--- src/sv/cvmh_sqrt.sv ---
`timescale 1ns / 1ps
// ----------------------------------------------------------------------------
// cvmh_sqrt
// Digit-by-digit integer square root, one root bit per cycle.
// ----------------------------------------------------------------------------
module cvmh_sqrt #(
  parameter int RW = 84
) (
  input  logic            clk_i,
  input  logic            rst_ni,
  input  logic            start_i,
  input  logic [RW-1:0]   rad_i,
  output logic            done_o,
  output logic [RW/2-1:0] root_o
);
  localparam int RTW  = RW / 2;
  localparam int CNTW = $clog2(RTW + 1);

  logic            busy_q, done_q;
  logic [CNTW-1:0] cnt_q;
  logic [RW-1:0]   rad_q;
  logic [RTW+1:0]  rem_q;
  logic [RTW-1:0]  root_q;
  logic [RTW+3:0]  rem2, trial, rem_n;
  logic            ge;

  always_comb begin
    rem2  = {rem_q, rad_q[RW-1 -: 2]};
    trial = {2'b00, root_q, 2'b01};
    ge    = rem2 >= trial;
    rem_n = ge ? rem2 - trial : rem2;
  end

  always_ff @(posedge clk_i or negedge rst_ni) begin
    if (!rst_ni) begin
      busy_q <= 1'b0;
      done_q <= 1'b0;
      cnt_q  <= '0;
    end else begin
      done_q <= 1'b0;
      if (start_i) begin
        busy_q <= 1'b1;
        cnt_q  <= '0;
      end else if (busy_q) begin
        cnt_q <= cnt_q + 1'b1;
        if (cnt_q == CNTW'(RTW - 1)) begin
          busy_q <= 1'b0;
          done_q <= 1'b1;
        end
      end
    end
  end

  always_ff @(posedge clk_i) begin
    if (start_i) begin
      rad_q  <= rad_i;
      rem_q  <= '0;
      root_q <= '0;
    end else if (busy_q) begin
      rad_q  <= rad_q << 2;
      rem_q  <= rem_n[RTW+1:0];
      root_q <= {root_q[RTW-2:0], ge};
    end
  end

  assign done_o = done_q;
  assign root_o = root_q;
endmodule

--- config.mk ---
export PLATFORM = sky130hd
export DESIGN_NAME = cvmh_sqrt
export DESIGN_NICKNAME = d
export VERILOG_FILES = /design/src/sv/cvmh_sqrt.sv
export SDC_FILE = /design/constraint.sdc
export NUM_CORES = 1
export LEC_CHECK = 0
export BUFFER_PORTS_ARGS = -buffer_cell sky130_fd_sc_hd__clkbuf_2
export CAP_MARGIN = 0
export CORE_MARGIN = 8
export CORE_UTILIZATION = 45
export CTS_CLUSTER_SIZE = 24
export DETAILED_ROUTE_END_ITERATION = 8
export PLACE_DENSITY = 0.75
export SYNTH_ARGS = -nofsm -noshare
export SYNTH_HDL_FRONTEND = slang
export SYNTH_SLANG_ARGS = --single-unit
--- constraint.sdc ---
create_clock -name clk_i -period 2.8 [get_ports clk_i]
set_clock_uncertainty 0.05 [all_clocks]
set_input_delay 0.14 -clock clk_i [delete_from_list [all_inputs] [get_ports clk_i]]
set_output_delay 0.14 -clock clk_i [all_outputs]
set_load 0.1 [all_outputs]
==> results.yml <==
grt:
  grt_max_degree: 109
  grt_pass1_vias: 9292
  antenna_found_initial: 1
  track_usage: 0.213
  overflow: 0
  grt_pass1_wl_um: 46400
setup_path:
  start_kind: "flip-flop"
  path_buf_inv: 2
  cpPeakStageDelay_ns: 0.36
  criticalPathCategory: "flip-flop to flip-flop"
  crit_path_top_delay_cell: "a2111oi_4"
  path_delay_family: "compound AO/OA/AOI/OAI gates"
  arrival_ns: 3.33
  end_kind: "flip-flop"
  cp_max_fo: 4
  worstPathRequired_ns: 3.10
  crit_path_cell_trace: "inv_2 -> ha_4 -> nor2b_4 -> o311ai_4 -> a211oi_4 -> o311ai_4 -> a2111oi_4 -> o2111ai_2 -> and2_4 -> buf_12 -> or3_1 -> a311oi_1"
  path_common_cell: "o311ai_4"
clock_network:
  cts.sinks: 178
  clkTransAtPathRegs_ns: 0.08
  cts_root_buffer: "clkbuf_16"
  clockBufferDepth: 2
  clk_latency_ns: 0.44
  htreeDepth: 4
  cts_inserted_buffers: 17
  cts_tree: "yes"
timing:
  hold_viol: 0
  min_period_ns: 3.03
  finalWorstSetupSlack_ns: -0.230
  maxSlewViolCount: 0
  rsz0062_at_grt: "true"
  fmax_ghz: 0.330
  worst_pin_slew_ns: 0.638
  slew_headroom: 0.573
  setup_viol: 43
  period_share: 1.08
detailed_routing:
  highest_layer: "met4"
  wl_um: 29400
  drtIter0Drc: 572
  detail_route.vias_per_cell: 5.53
  wl_met2_um: 14800
  dr_wl_met3_um: 1910
  first_pass_iters: 6
  drc_errors: 0
  vias: 9162
  wl_met1_um: 11900
  wl_per_cell_um: 17.8
  ant_nets: 0
synth:
  synthFlopType: "dfxtp_1"
  synth_seq_area_share: 0.447
  yosys.area.top_type_share: 0.254
  synthTopCellsByCount: "nand2_1 (98), nor2_1 (98), dfxtp_1 (86), edfxtp_1 (84), mux2_2 (82)"
  synth-edff-count: 84
  synth_cells: 999
  async_flop_share: 0.0449
  syn-cell-area_mm2: 0.00995
  synth_warnings: 0
  syn_nets: 1132
  yosysTopAreaCell: "edfxtp_1"
  synth_cell_types: 66
  ys_ff_latch: 178
  netlist_top_cells_area: "edfxtp_1 (25%), dfxtp_1 (17%), mux2_2 (9.3%), ha_1 (5.8%), mux2i_1 (4.3%)"
  synth_area_per_cell_um2: 9.96
final_layout:
  multi_input_area_mm2: 0.00566
  fin_nets: 1496
  layout.area.seq_mm2: 0.00455
  syn2layout_area_growth_pct: 45.4
  fin_area_mm2: 0.0145
  utilization: 0.665
  fillerInstances: 1633
  drive_gt1_frac: 0.419
floorplan:
  core.rowCount: 54
  die_w_um: 165
  start_util: 0.457
  die_h_um: 165
  core_mm2: 0.0218
  die_area_mm2: 0.0271
  io_pins: 130
job:
  maxCapViolations: 0
power_and_ir_drop:
  peakVddDrop_uv: 538
  power.density_mw_per_mm2: 1020
  p_leak_nw: 6.42
place:
  place_area_mm2: 0.0122
  portBuffers: 129
  dp_hpwl_um: 18100
  routabilityCongestion: 0.883
worst_hold_path:
  hp-class: "input port to flip-flop"
status:
  violations: "setup timing"
  outcome: "finished, violations left"
==> cells by family (layout without fill, tap and decap cells) <==
| logic type | count (synthesis) | in the layout | synth area share |
|---|---|---|---|
| adders and majority gates | 46 | 46 | 0.0579 |
| muxes | 125 | 125 | 0.136 |
| and+or+nand+nor | 295 | 295 | 0.138 |
| other | 0 | 1 | 0 |
| AOI/OAI and AO/OA | 201 | 201 | 0.143 |
| xor gates and xnor gates | 36 | 36 | 0.0317 |
| DFF | 178 | 178 | 0.447 |
| buffers and inverters | 118 | 495 | 0.0464 |
==> per-layer routing <==
| layer | vias up | global-route usage |
|---|---|---|
| li1 | 4371 | - |
| met1 | 4390 | 0.246 |
| met2 | 334 | 0.378 |
| met3 | 67 | 0.0511 |
| met4 | 0 | 0.0778 |
| met5 | - | 0 |
==> timing repair <==
| item | 4_1_cts | 5_1_grt |
|---|---|---|
| pin swaps | 37 | 26 |
| endpoints found under the setup margin | 44 | 45 |
| endpoints found under the hold margin | 92 | 0 |
| resized for setup | 63 | 57 |
| gates cloned | 3 | 1 |
| hold buffers | 85 | 0 |
| buffers inserted | 16 | 5 |
==> final timing paths <==
| kind | from | endpoint | slack [ns] | cells after the start |
|---|---|---|---|---|
| worst max-delay path | root_o[0] | rem_q[37] | -0.23 | 12 |
| max in group asynchronous | rst_ni | busy_q | 2.41 | 2 |
| worst min register to register | rem_q[35] | rem_q[37] | 0.46 | 2 |
| min in group asynchronous | rst_ni | cnt_q[2] | 0.08 | 2 |
| worst max register to register | root_o[0] | rem_q[37] | -0.23 | 12 |
| worst min-delay path | start_i | root_o[41] | 0.06 | 2 |
==> flip-flops by register name, indices dropped and copies added, names as in the netlist <==
| name | cells |
|---|---|
| busy_q | 1 |
| done_o | 1 |
| root_o | 42 |
| rem_q | 44 |
| rad_q | 84 |
| cnt_q | 6 |
==> where the power goes <==
part,total (W),switching (W),leakage [nW],internal (W)
Sequential,0.00337,0.000246,1.73,0.00312
Clock,0.00236,0.00118,0.271,0.00119
Combinational,0.00902,0.00448,4.42,0.00454
Total,0.0147,0.00590,6.42,0.00884
==> through the flow <==
stage	cells	worst slack, ns	setup TNS, ns	power, W	hold WS [ns]
floorplan	999	-0.375	-12.62	0.00794	-0.206
global placement	1514	-0.260	-6.38	0.0102	-0.0533
detailed placement	1514	-0.413	-9.97	0.0104	-0.0508
CTS	1650	-0.251	-3.84	0.0139	0.0399
global route	1657	-0.350	-9.15	0.0156	0.0756
finish	1657	-0.230	-3.82	0.0147	0.0589
==> placed cells by master, fill, tap and decap left out, types with 43 or more instances in the layout <==
cell / instances
dlygate4sd3_1: 85
buf_4: 166
nand2_1: 87
clkbuf_2: 128
mux2i_1: 43
nor2_1: 97
mux2_2: 82
edfxtp_1: 84
inv_1: 51
dfxtp_1: 47
==> area by class of cell <==
type | instances | area share
antenna | 1 | 0.000173
clock buffer | 18 | 0.0297
clock inverter | 14 | 0.00952
inverter | 63 | 0.0166
multi-input combinational | 703 | 0.391
sequential | 178 | 0.315
tap | 280 | 0.0242
timing repair buffer | 400 | 0.214
Note: power is estimated with default switching activity, not from simulation.
