==> src/sv/cvmh_div.sv <==
`timescale 1ns / 1ps
// ----------------------------------------------------------------------------
// cvmh_div
// Restoring unsigned divider, one quotient bit per cycle.
// ----------------------------------------------------------------------------
module cvmh_div #(
  parameter int NW = 66,
  parameter int DW = 42
) (
  input  logic          clk_i,
  input  logic          rst_ni,
  input  logic          start_i,
  input  logic [NW-1:0] dividend_i,
  input  logic [DW-1:0] divisor_i,
  output logic          done_o,
  output logic [NW-1:0] quot_o
);
  localparam int CNTW = $clog2(NW + 1);

  logic            busy_q, done_q;
  logic [CNTW-1:0] cnt_q;
  logic [NW-1:0]   quo_q;
  logic [DW-1:0]   rem_q, dvs_q;
  logic [DW:0]     r2, r_n;
  logic            ge;

  always_comb begin
    r2  = {rem_q, quo_q[NW-1]};
    ge  = r2 >= {1'b0, dvs_q};
    r_n = ge ? r2 - {1'b0, dvs_q} : r2;
  end

  always_ff @(posedge clk_i or negedge rst_ni) begin
    if (!rst_ni) begin
      busy_q <= 1'b0;
      done_q <= 1'b0;
      cnt_q  <= '0;
    end else begin
      done_q <= 1'b0;
      if (start_i) begin
        busy_q <= 1'b1;
        cnt_q  <= '0;
      end else if (busy_q) begin
        cnt_q <= cnt_q + 1'b1;
        if (cnt_q == CNTW'(NW - 1)) begin
          busy_q <= 1'b0;
          done_q <= 1'b1;
        end
      end
    end
  end

  always_ff @(posedge clk_i) begin
    if (start_i) begin
      quo_q <= dividend_i;
      rem_q <= '0;
      dvs_q <= divisor_i;
    end else if (busy_q) begin
      quo_q <= {quo_q[NW-2:0], ge};
      rem_q <= r_n[DW-1:0];
    end
  end

  assign done_o = done_q;
  assign quot_o = quo_q;
endmodule

==> config.mk <==
export PLATFORM = sky130hd
export DESIGN_NAME = cvmh_div
export DESIGN_NICKNAME = d
export VERILOG_FILES = /design/src/sv/cvmh_div.sv
export SDC_FILE = /design/constraint.sdc
export NUM_CORES = 1
export LEC_CHECK = 0
export BUFFER_PORTS_ARGS = -buffer_cell sky130_fd_sc_hd__buf_2
export CAP_MARGIN = 15
export CORE_UTILIZATION = 57
export CTS_CLUSTER_SIZE = 24
export DETAILED_ROUTE_END_ITERATION = 8
export GPL_ROUTABILITY_DRIVEN = 0
export GPL_TIMING_DRIVEN = 1
export PLACE_DENSITY = 0.91
export SKIP_CTS_REPAIR_TIMING = 1
export SLEW_MARGIN = 20
export SYNTH_ARGS = -nofsm -noshare
export SYNTH_HDL_FRONTEND = slang
export SYNTH_SLANG_ARGS = --single-unit
==> constraint.sdc <==
create_clock -name clk_i -period 5.86 [get_ports clk_i]
set_clock_uncertainty 0.1 [all_clocks]
set_input_delay 0.586 -clock clk_i [delete_from_list [all_inputs] [get_ports clk_i]]
set_output_delay 0.586 -clock clk_i [all_outputs]
set_load 0.05 [all_outputs]
==> impl_results.md, run 1 <==
- Status: complete, no violations
- DR pass1 iterations: 4
- Met2 Wirelength: 10300 um
- FF-to-FF path depth: 12
- Dpl cell area: 9920 um2
- M1 WL: 8210 um
- Clk root buf: clkbuf_16
- Hold violation count in the final report: 0
- Seq pwr share: 0.323
- Mapped Nets: 983
- Seq cells post-synth: 159
- Clock transition at path regs: 0.07 ns
- Fillcell total: 1138
- Worst slew pin tran: 0.936 ns
- Chip height: 127 um
- Bufs on Longest Clock Path: 2
- CTS tree: yes
- Die area: 16200 um2
- Number of global-route vias before repair: 6928
- Synth async-reset ratio: 0.0566
- Max-cap viol count: 0
- Pwr/cell area: 472 nW/um2
- Peak supply drop: 328 uV
- Final Cycle Share: 0.646
- # clock sinks: 159
- Layout area overhead: 17.8%
- RSZ-0062 raised after global routing: no
- Via/cell ratio: 5.75
- Clock network fraction of total power: 0.222
- H-tree depth: 4
- Setup violators final: 0
- Cell count along the critical path: 12
- Critical path, cell by cell: inv_1 > ha_1 > a21oi_2 > o21ai_1 > a31o_1 > a221o_1 > a211oi_1 > o21a_2 > buf_4 > mux2_1 > mux2i_1 > nor2_1
- Row count: 45
- Slowest stage cell on the critical path: o21a_2
- Seq/Total Area, Yosys: 0.482
- Sw Ratio: 0.412
- Critical path class: flip-flop to flip-flop
- Final WL: 20400 um
- First-pass GRT wire length: 33000 um
- Clock Latency Late Sink: 0.43 ns
- Crit Path Max Fanout: 44
- Starting Density: 0.586
- Largest net degree at the start of global routing: 84
- F_max: 264 MHz
- Crit path time final: 3.78 ns
- Core area: 15300 um2
- Routed WL per cell: 16.8 um
- Max_slew headroom: 0.376
- EDFF count, synth: 108
- Ant diodes: 0
- CP required: 6.06 ns
- Internal Power: 2.93 mW
- Final worst slack: 2.08 ns
- Leakage power total: 4.61 nW
- Total congestion overflow: 0
- Core Util, Final: 0.691
- Die Width: 127 um
- Share of cells above drive strength 1: 0.310
- I/O pin cnt: 178
- CP Capture Type: flip-flop
- Yosys warnings: 0
- Pre-CTS WS: 2.07 ns
- CP Data Arrival Time: 3.99 ns
- Post-Synthesis Cells: 827
- Hold Path Class: input pin to flip-flop
- Hpwl dp: 14600 um
- Worst Setup Start Kind: flip-flop
- Multi-input logic area: 4200 um2
- Max Slew Vio Count: 0
- Routed wl met3: 1420 um
- Yosys cell types: 67
- Final Instance Area: 10500 um2
- Worst Path Buf+Inv: 2
- Highest routed layer: met4
- Antenna-violating nets left: 0
- Synth Area per Inst: 10.8 um2
- Final nets: 1141
- Remaining DRCs: 0
- Setup TNS: 0 ns
- Port Buf Inserts: 177
- Switch Pwr: 2.05 mW
- Vias: 6952
- Primary FF master, synth: edfxtp_1
- DR iter-0 viols: 463
- CTS buffer count: 17
- Combinational power share: 0.456
- Max incr delay on CP: 0.79 ns
- Crit-path leading delay family: compound AO/OA/AOI/OAI gates
- Storage element area: 4310 um2
- Cell area after synthesis: 8950 um2
- Total track usage: 0.260
- Initial antenna violation count: 0
- WHS Path Cells: 1
[area by class of cell]
type | count | area share
clock buffer | 17 | 0.0404
timing repair buffer | 184 | 0.0899
clock inverter | 15 | 0.0169
sequential | 159 | 0.409
multi-input combinational | 565 | 0.398
tap | 211 | 0.0251
inverter | 58 | 0.0207
[worst reg2reg max path, delay by kind of cell, from the launching register on]
| kind | cells | cell delay, ns |
|---|---|---|
| AO/OA/AOI/OAI | 6 | 1.89 |
| multiplexers | 2 | 0.50 |
| adder cells (fa/ha/maj) | 1 | 0.39 |
| buffers and inverters | 2 | 0.38 |
| flip-flops | 1 | 0.32 |
| AND/OR/NAND/NOR | 1 | 0.07 |
[per-layer routing]
layer | vias up | GRT usage
met3 | 40 | 0.0733
li1 | 3355 | -
met1 | 3311 | 0.304
met2 | 246 | 0.458
met5 | - | 0
met4 | 0 | 0.0910
[cells in the final DEF (no fill, tap or decap), types with 5 or more instances in the layout]
cell type and n:
buf_2 176, edfxtp_1 108, nor2_1 76, a21oi_1 66, mux2_2 65, inv_1 57, nand2_1 44, ha_1 44
dfxtp_1 42, a211oi_1 24, xor2_1 24, o21ai_0 22, nand4_1 19, clkbuf_16 17, mux2i_1 16, xnor2_1 16
a21o_1 15, a211oi_2 13, o21ai_1 10, o21bai_1 10, nand2b_1 9, nor3_1 9, dfrtp_1 8, a31oi_1 6
buf_4 6, nand3_1 5, nor2b_1 5
[power groups by stage]
| stage | Clock, mW | Combinational (mW) | Sequential [mW] |
|---|---|---|---|
| floorplan | 0 | 1.66 | 1.78 |
| global placement | 0 | 2.17 | 1.61 |
| detailed placement | 0 | 2.22 | 1.62 |
| CTS | 1.12 | 2.25 | 1.60 |
| global route | 1.17 | 2.48 | 1.63 |
| finish | 1.10 | 2.27 | 1.61 |
[synth_stat cells, drive strengths merged (2+ instances only)]
cell type,n,area [um2]
a211o,2,17.5
a211oi,37,343
a21boi,2,15.0
a21o,16,121
a21oi,67,339
a31oi,7,58.8
a32oi,2,17.5
a41oi,5,62.6
and2,2,12.5
and3,3,18.8
buf,18,124
clkbuf,27,101
dfrtp,9,225
dfxtp,42,841
edfxtp,108,3240
ha,44,551
inv,58,218
mux2,67,754
mux2i,16,160
nand2,44,165
nand2b,9,56.3
nand3,5,25.0
nand4,19,119
nand4b,2,17.5
nor2,76,285
nor2b,5,31.3
nor3,10,55.1
nor4,2,12.5
o211ai,6,55.1
o21a,5,37.5
o21ai,33,176
o21bai,11,86.3
o221ai,2,17.5
o22ai,3,18.8
o31ai,4,48.8
or2,2,12.5
or3,4,25.0
xnor2,16,140
xor2,24,210
[through the flow]
step           hold slack (ns)  power (mW)  instances
5_1_grt                  0.212        5.28       1209
2_1_floorplan            0.190        3.43        827
4_1_cts                 -0.116        4.97       1208
3_5_place_dp             0.354        3.84       1176
3_3_place_gp             0.350        3.78       1176
6_report                 0.226        4.98       1209
[kinds of logic (layout without fill, tap and decap cells)]
group,after synthesis,in the layout,synth area share
adders and majority gates,45,45,0.0638
buffers and inverters,103,274,0.0495
and+or+nand+nor,186,186,0.0961
AOI/OAI and AO/OA,211,211,0.168
xor gates and xnor gates,40,40,0.0392
muxes,83,83,0.102
DFF,159,159,0.482
[final timing paths]
path	endpoint	from	slack, ns
max	rem_q[13]$_SDFFE_PP0P_	dvs_q[30]$_DFFE_PP_	2.08
min	dvs_q[40]$_DFFE_PP_	divisor_i[40]	0.23
max reg2reg	rem_q[13]$_SDFFE_PP0P_	dvs_q[30]$_DFFE_PP_	2.08
min reg2reg	rem_q[2]$_SDFFE_PP0P_	rem_q[2]$_SDFFE_PP0P_	0.40
max in group asynchronous	busy_q$_DFF_PN0_	rst_ni	5.02
min in group asynchronous	cnt_q[2]$_DFFE_PN0P_	rst_ni	0.43
[registers in the layout (all words and copies together), names as in the netlist]
signal / cells
quot_o: 66
dvs_q: 42
busy_q: 1
cnt_q: 7
rem_q: 42
done_o: 1
(Power assumes the default switching activity.)
==> run 2, diff against run 1 <==
Settings changed: ABC_AREA from default to 1, CORE_UTILIZATION 57 to 52, PLACE_DENSITY 0.91 to 0.87.
Clock period 5.86 ns to 3.2 ns, I/O delays scaled along.
==> impl_results.md, run 2 <==
- Status: complete, no violations
- Ant diodes: 0
- Seq cells post-synth: 159
- Met2 Track Usage GR: 0.456
- Synth async-reset ratio: 0.0566
- Clock network fraction of total power: 0.381
- Setup violators final: 0
- Final Cycle Share: 0.841
- Starting Density: 0.534
- Post-synthesis compound-gate area fraction: 0.0380
- Peak supply drop: 360 uV
- CTS buffer count: 17
- Total congestion overflow: 0
- Slowest stage cell on the critical path: nand2_4
- Core area: 18900 um2
- Reg2reg setup slack: 0.51 ns
- Seq pwr share: 0.447
- Total track usage: 0.268
- RSZ-0062 raised after global routing: no
- Synth Area per Inst: 7.12 um2
- Critical path, cell by cell: inv_1 > ha_1 > nand2_1 > inv_1 > nand2_1 > nand2_1 > inv_1 > nand2_1 > a21oi_2 > nand2_2 > nand2_4 > nand2_8 > nand2_1 > nand3_1 > o21ai_1
- # clock sinks: 159
- Mapped Nets: 1575
- Placed insts: 1831
- Crit path top cell by count: nand2_1
- GR met1 Demand/Resource: 0.318
- Fin cells: 1906
- Clock transition at path regs: 0.08 ns
- Post-Synthesis Cells: 1419
- CP Data Arrival Time: 2.95 ns
- Vias: 9591
- DR iter-0 viols: 798
- Layout area overhead: 21.6%
- Worst slew pin tran: 0.747 ns
- Top cells by count, synth: 616 x nand2_1, 219 x inv_1, 108 x edfxtp_1, 96 x nand3_1, 77 x nor2_1
- Main combinational cell family by area after synthesis: simple AND/OR/NAND/NOR gates
- Crit-path leading delay family: simple AND/OR/NAND/NOR gates
- Leading cell type in the layout, fill and taps excluded: nand2_1
- Pwr/cell area: 442 nW/um2
- Internal Power: 3.70 mW
- Max_slew headroom: 0.501
- Switch Pwr: 1.73 mW
- Port Buf Inserts: 177
- Post-synthesis xor/xnor area fraction: 0.0200
- Chip height: 141 um
- Share of cells above drive strength 1: 0.157
- Combinational power share: 0.172
- Die area: 20000 um2
- CTS tree: yes
- Initial antenna violation count: 0
- H-tree depth: 4
- Number of global-route vias before repair: 9037
- Worst Path Buf+Inv: 3
- Max Slew Vio Count: 0
- Worst setup path start: dvs_q[18]$_DFFE_PP_
- Via/cell ratio: 5.03
- Pre-CTS WS: 0.600 ns
- Dominant cells by area after synthesis: edfxtp_1 32%, nand2_1 23%, dfxtp_1 8.3%
- Routed WL per cell: 13.7 um
- Met3 Use GR: 0.0800
- Post-synthesis share of cell area spent on and, or, nand and nor gates: 0.353
- First-pass GRT wire length: 42300 um
- DR pass1 iterations: 5
- Commonest non-fill, non-tap cells in the layout: 616 x nand2_1, 218 x inv_1, 176 x buf_2, 108 x edfxtp_1, 96 x nand3_1
- Seq/Total Area, Yosys: 0.427
- Crit path time final: 2.69 ns
- I/O pin cnt: 178
- Leakage power total: 6.59 nW
- EDFF count, synth: 108
- CP Capture Type: flip-flop
- Hpwl dp: 19100 um
- Max incr delay on CP: 0.40 ns
- GRT busiest layer: met2
- Leading area contributor after synthesis: edfxtp_1
- F_max: 372 MHz
- Count leader, synth: nand2_1
- Remaining DRCs: 0
- CP required: 3.46 ns
- Cell area after synthesis: 10100 um2
- Yosys cell types: 39
- Hold Path Class: input pin to flip-flop
- Largest net degree at the start of global routing: 109
- Setup TNS: 0 ns
- R2r startpoint: dvs_q[18]$_DFFE_PP_
- Primary FF master, synth: edfxtp_1
- Max-cap viol count: 0
- Largest register FFs: 66
- Adder-Cell Fraction of Synth Area: 0.0565
- Final nets: 1789
- Sw Ratio: 0.318
- Row count: 50
- Clk root buf: clkbuf_16
- Source of the worst hold timing path: dividend_i[17]
- Die Width: 141 um
- Clock Latency Late Sink: 0.44 ns
- Final WL: 26100 um
- Final worst slack: 0.509 ns
- Yosys top cell area share: 0.321
- Worst Setup Start Kind: flip-flop
- Yosys warnings: 0
- Hold violation count in the final report: 0
- Bufs on Longest Clock Path: 2
- Antenna-violating nets left: 0
- Critical path class: flip-flop to flip-flop
- Crit Path Max Fanout: 41
- Post-synthesis mux area share: 0
==> run 2: cell types whose count changed after synthesis, sizes merged, moves of 9 or more <==
cell    before  now
nor2        76   92
a21o        16    2
nand2       44  625
nand3b       1   26
a211oi      37    0
nand3        5   97
inv         58  227
nand2b       9    0
a21oi       67   32
mux2i       16    0
nand4       19    3
xor2        24    1
mux2        67    0
==> run 2: worst min-delay path, cell delays in order <==
cell,delay (ns)
buf_2,0.07
nand2_1,0.04
nand2_1,0.05
==> run 2: cell families after synthesis <==
kind of cell | Yosys count
AND/OR/NAND/NOR | 854
buffers and inverters | 268
flip-flops | 159
AO/OA/AOI/OAI | 70
adder cells (fa/ha/maj) | 45
XOR/XNOR | 23
==> run 2: per-stage QoR <==
stage           util  instance area (um2)  hold slack [ns]  power, mW
3_3_place_gp   0.595                11200           0.0757       3.33
2_1_floorplan      -                10100          -0.0756       3.08
3_5_place_dp   0.595                11200           0.0812       3.35
6_report       0.650                12300           0.0358       5.43
4_1_cts        0.627                11800           -0.384       5.41
5_1_grt        0.650                12300           0.0347       5.63
==> run 2: area by class of cell <==
class	count	area, um2
sequential	159	4310
multi-input combinational	992	4730
clock inverter	15	185
clock buffer	17	425
tap	260	325
inverter	233	875
timing repair buffer	230	1430
fill	1658	6620
==> run 2: power groups by stage <==
stage                     clock network (mW)  logic, mW  registers [mW]
after floorplan                            0      0.349            2.73
after global placement                     0      0.869            2.46
final                                   2.07      0.932            2.43
after detailed placement                   0      0.885            2.46
after global routing                    2.17       1.01            2.44
after CTS                               2.10      0.889            2.42
==> run 2: metal layers <==
metal / wire, um / part of all wire / vias to the layer above
met3: 2150 / 0.082 / 71
met5: 0 / 0 / -
met2: 12400 / 0.48 / 418
li1: - / - / 4818
met4: 714 / 0.027 / 0
met1: 10800 / 0.41 / 4284
==> run 2: final timing paths <==
kind	endpoint	cells past startpoint
worst max-delay path	rem_q[7]$_SDFFE_PP0P_	15
worst min-delay path	quot_o[17]$_DFFE_PP_	3
worst max register to register	rem_q[7]$_SDFFE_PP0P_	15
worst min register to register	rem_q[20]$_SDFFE_PP0P_	2
max in group asynchronous	cnt_q[3]$_DFFE_PN0P_	2
min in group asynchronous	done_o$_DFF_PN0_	2
